File: src/design/egml_pkg.sv
package egml_pkg;

    localparam int NODES_DEF  = 32;
    localparam int LEVELS_DEF = 32;

    localparam logic [1:0] CMD_EDGE  = 2'd0;
    localparam logic [1:0] CMD_EOG   = 2'd1;
    localparam logic [1:0] CMD_BATCH = 2'd2;

    localparam logic [1:0] KIND_EDGE = 2'd0;
    localparam logic [1:0] KIND_MEM1 = 2'd1;
    localparam logic [1:0] KIND_MEM2 = 2'd2;
    localparam logic [1:0] KIND_OVF  = 2'd3;

    localparam logic CFG_LEVEL_LIMIT = 1'b0;
    localparam logic CFG_MEMBER_ON   = 1'b1;

    typedef struct packed {
        logic [1:0] command;
        logic [4:0] node_a;
        logic [4:0] node_b;
        logic       swap_ends;
    } in_item_t;

    typedef struct packed {
        logic [1:0]  kind;
        logic [15:0] graph_index;
        logic [5:0]  level;
        logic [5:0]  level_first;
        logic [5:0]  level_second;
        logic [23:0] offset_first;
        logic [23:0] offset_second;
        logic [23:0] global_first;
        logic [23:0] global_second;
        logic        same_group;
        logic        last;
    } out_item_t;

endpackage

File: src/design/egml_front.sv
// Input side: swaps ends, drops ignored commands, and holds two beats
module egml_front (
    input  logic                clk,
    input  logic                rst_n,
    input  logic                push,
    output logic                full,
    input  egml_pkg::in_item_t  data_in,
    output logic                q_valid,
    input  logic                q_take,
    output egml_pkg::in_item_t  q_data
);
    egml_pkg::in_item_t slot_reg [2];
    logic [1:0] cnt_reg;
    logic       rd_reg;
    logic       wr_reg;
    egml_pkg::in_item_t cooked;
    logic keep;
    logic do_push;
    logic do_pop;

    always_comb
    begin
        cooked = data_in;
        if (data_in.swap_ends)
        begin
            cooked.node_a = data_in.node_b;
            cooked.node_b = data_in.node_a;
        end
        cooked.swap_ends = 1'b0;
    end

    assign keep    = (data_in.command != 2'd3);
    assign full    = (cnt_reg == 2'd2);
    assign do_push = push && !full && keep;
    assign do_pop  = q_take && (cnt_reg != 2'd0);
    assign q_valid = (cnt_reg != 2'd0);
    assign q_data  = slot_reg[rd_reg];

    always_ff @(posedge clk)
    begin
        if (do_push)
            slot_reg[wr_reg] <= cooked;
    end

    always_ff @(posedge clk or negedge rst_n)
    begin
        if (!rst_n)
        begin
            cnt_reg <= 2'd0;
            rd_reg  <= 1'b0;
            wr_reg  <= 1'b0;
        end
        else
        begin
            if (do_push)
                wr_reg <= !wr_reg;
            if (do_pop)
                rd_reg <= !rd_reg;
            cnt_reg <= cnt_reg + {1'b0, do_push} - {1'b0, do_pop};
        end
    end

    assert property (@(posedge clk) disable iff (!rst_n) cnt_reg <= 2'd2)
        else $error("queue count out of range");
    assert property (@(posedge clk) disable iff (!rst_n)
        (cnt_reg == 2'd2 && !do_pop) |=> cnt_reg == 2'd2)
        else $error("queue lost a beat");
    assert property (@(posedge clk) disable iff (!rst_n)
        do_push |-> data_in.command != 2'd3)
        else $error("ignored command queued");
endmodule

File: config.mk
export PLATFORM = sky130hd
export DESIGN_NAME = egml_front
export DESIGN_NICKNAME = d
export VERILOG_FILES = /design/src/design/egml_pkg.sv /design/src/design/egml_front.sv
export SDC_FILE = /design/constraint.sdc
export NUM_CORES = 1
export LEC_CHECK = 0
export ABC_AREA = 0
export BUFFER_PORTS_ARGS = -buffer_cell sky130_fd_sc_hd__buf_2
export CAP_MARGIN = 20
export CORE_ASPECT_RATIO = 0.8
export CORE_MARGIN = 8
export CORE_UTILIZATION = 45
export CTS_CLUSTER_SIZE = 10
export DETAILED_ROUTE_END_ITERATION = 6
export PLACE_DENSITY = 0.81
export SYNTH_ARGS = -nofsm -noshare
export SYNTH_HDL_FRONTEND = slang
export SYNTH_SLANG_ARGS = --single-unit
File: constraint.sdc
create_clock -name clk -period 3.3 [get_ports clk]
set_input_delay 0.495 -clock clk [delete_from_list [all_inputs] [get_ports clk]]
set_output_delay 0.495 -clock clk [all_outputs]
set_load 0.02 [all_outputs]
==> impl_metrics.json <==
{
  "cp_cell_sequence": "mux2_2 > buf_2",
  "grt_usage_pct": 9.591,
  "clk_pin_slew_worst_paths_ps": 140,
  "multi_input_area_sq_um": 369.1,
  "end_kind": "output port",
  "cpMaxStageDelayCell": "dfrtp_1",
  "synth-seq-cells": 28,
  "synth_flop_cell": "edfxtp_1",
  "syn_to_final_growth_pct": 18.40,
  "finalPower_mw": 1.107,
  "die_y_microns": 62.52,
  "drtIter0Drc": 35,
  "drc": 0,
  "rsz0062_at_grt": "no",
  "n_antenna_cell": 0,
  "synth_fp_nets": 88,
  "cts_htree_levels": 1,
  "cts-buffers-inserted": 3,
  "yosysTopAreaCell": "edfxtp_1",
  "max-cap-violations": 0,
  "grt_pass1_wl_microns": 3284,
  "largest_reg_flops": 24,
  "die_area_sq_um": 4636,
  "avgSynthCellArea_sq_um": 17.64,
  "wl_per_cell_microns": 15.17,
  "synth-async-reset-ratio_pct": 14.29,
  "arrival_ps": 1590,
  "cts_tree": "built",
  "synth-seq-area-share_pct": 67.42,
  "row_count": 17,
  "slew_headroom_pct": 32.15,
  "start_util_pct": 45.79,
  "viasPerCell": 4.799,
  "antenna_left": 0,
  "hold_slack_ps": 365.0,
  "cp_num_buf_inv": 1,
  "die_w_microns": 74.15,
  "start_kind": "flop",
  "worst_ir_drop_vdd_v": 0.0003504,
  "yosys_warnings": 0,
  "drv_slew": 0,
  "fmax_mhz": 479.1,
  "drt-total-wl_microns": 2108,
  "rrSetupSlack_ps": 1380,
  "fill_cells": 228,
  "period_needed_ps": 2087,
  "io_pins": 32,
  "nets": 121,
  "cts.sinks": 28,
  "syn-instance-count": 69,
  "core_sq_um": 2659,
  "pwr_density_cell_nw_per_um2": 767.8,
  "gp_congestion": 0.7173,
  "globalRouteOverflowTotal": 0,
  "cts_setup_buffers": 0,
  "clockBufferDepth": 2,
  "finalHoldViolations": 0,
  "cp_max_fo": 13,
  "critical_path_class": "flop to output port",
  "synth_cell_types": 16,
  "critPathTopFamily": "flip-flops",
  "synth_edf_count": 24,
  "fin_crit_sh_pct": 63.25,
  "utilization_pct": 54.21,
  "required_ps": 2800,
  "tightest_slew_ps": 1014,
  "critPathMaxStageDelay_ps": 710,
  "synth_area_sq_um": 1217,
  "io_buffers": 30,
  "clock-root-buffer": "clkbuf_4",
  "setup_viol": 0,
  "postCtsHoldBufs": 1,
  "seq_area_sq_um": 820.8,
  "synthTopCellsByArea": "edfxtp_1 (59%), mux2_2 (20%), dfrtp_1 (8.2%)",
  "setup-tns-final_ps": 0,
  "fin_skew_ps": 1.956,
  "cts_resized": 0,
  "synth_common_cells": "edfxtp_1 (24), mux2_2 (22), dfrtp_1 (4), xnor2_1 (3)",
  "insertion_delay_ps": 320,
  "hpwl_microns": 1582,
  "drive_gt1_share_pct": 59.41,
  "grt_pass1_vias": 709,
  "antenna_found_initial": 0,
  "min_path_type": "primary input to flop",
  "leakage_nw": 0.5670,
  "status": "finished, final reports clean",
  "grt_max_degree": 16,
  "synth_most_common_cell": "edfxtp_1",
  "num_vias": 667,
  "synth.top_cell.area_share_pct": 59.20,
  "dr.pass1.iters": 4
}
final timing paths:
| check | startpoint | end | depth (start not counted) |
|---|---|---|---|
| setup / recovery | rd_reg$_DFFE_PN0P_ | q_data[8] | 2 |
| setup reg to reg | cnt_reg[1]$_DFF_PN0_ | slot_reg[0][4]$_DFFE_PP_ | 3 |
| min in group asynchronous | rst_n | cnt_reg[1]$_DFF_PN0_ | 2 |
| hold / removal | data_in[12] | slot_reg[0][11]$_DFFE_PP_ | 1 |
| hold reg to reg | cnt_reg[1]$_DFF_PN0_ | cnt_reg[1]$_DFF_PN0_ | 1 |
| max in group asynchronous | rst_n | rd_reg$_DFFE_PN0P_ | 2 |
area by class of cell:
cell class | count | area share, %
sequential | 28 | 56.94
multi-input combinational | 36 | 25.61
timing repair buffer | 31 | 11.11
tap | 38 | 3.299
clock buffer | 4 | 2.517
inverter | 2 | 0.5208
kinds of logic after synthesis:
logic type,count (synthesis),share of synthesized area [%]
buffers and inverters,5,2.261
muxes,22,20.35
and+or+nand+nor,7,4.728
other,1,0.3080
xor gates and xnor gates,4,2.878
DFF,28,67.42
adders and majority gates,2,2.055
metrics by stage:
stage          instances  setup slack, ps  area [sq um]
2_1_floorplan         69             1620          1217
6_report             139             1213          1441
4_1_cts              139             1181          1441
3_5_place_dp         134             1269          1395
3_3_place_gp         134             1368          1395
5_1_grt              139             1112          1441
cells in the final DEF, fill, tap and decap left out:
master         instances
dfrtp_1                4
clkbuf_8               1
or2_4                  1
nor2_1                 2
nor2b_2                1
xor2_1                 1
xnor2_1                3
and2_4                 1
edfxtp_1              24
inv_1                  2
nand2_1                1
dlygate4sd3_1          1
mux2_2                22
nand3b_4               1
conb_1                 1
ha_1                   2
clkbuf_4               3
buf_2                 30
worst register-to-register path: stages, from the launching register on:
cell,delay [ps]
dfrtp_1,430
nor2b_2,180
nand3b_4,180
nor2_1,780
metal layers:
| layer | part of all wire [%] | vias to the layer above | GRT usage, % | wire [microns] |
|---|---|---|---|---|
| met5 | 0 | - | 0 | 0 |
| met1 | 42 | 321 | 10.52 | 883 |
| met3 | 9.0 | 5 | 4.006 | 190 |
| met2 | 47 | 23 | 14.80 | 986 |
| met4 | 2.2 | 0 | 5.970 | 46 |
| li1 | - | 318 | - | - |
report_power, final:
| group | internal (mW) | total (mW) | switching, mW |
|---|---|---|---|
| sequential | 0.477 | 0.535 | 0.0585 |
| clock | 0.0676 | 0.161 | 0.0933 |
| combinational | 0.190 | 0.411 | 0.220 |
(Power assumes the default switching activity.)
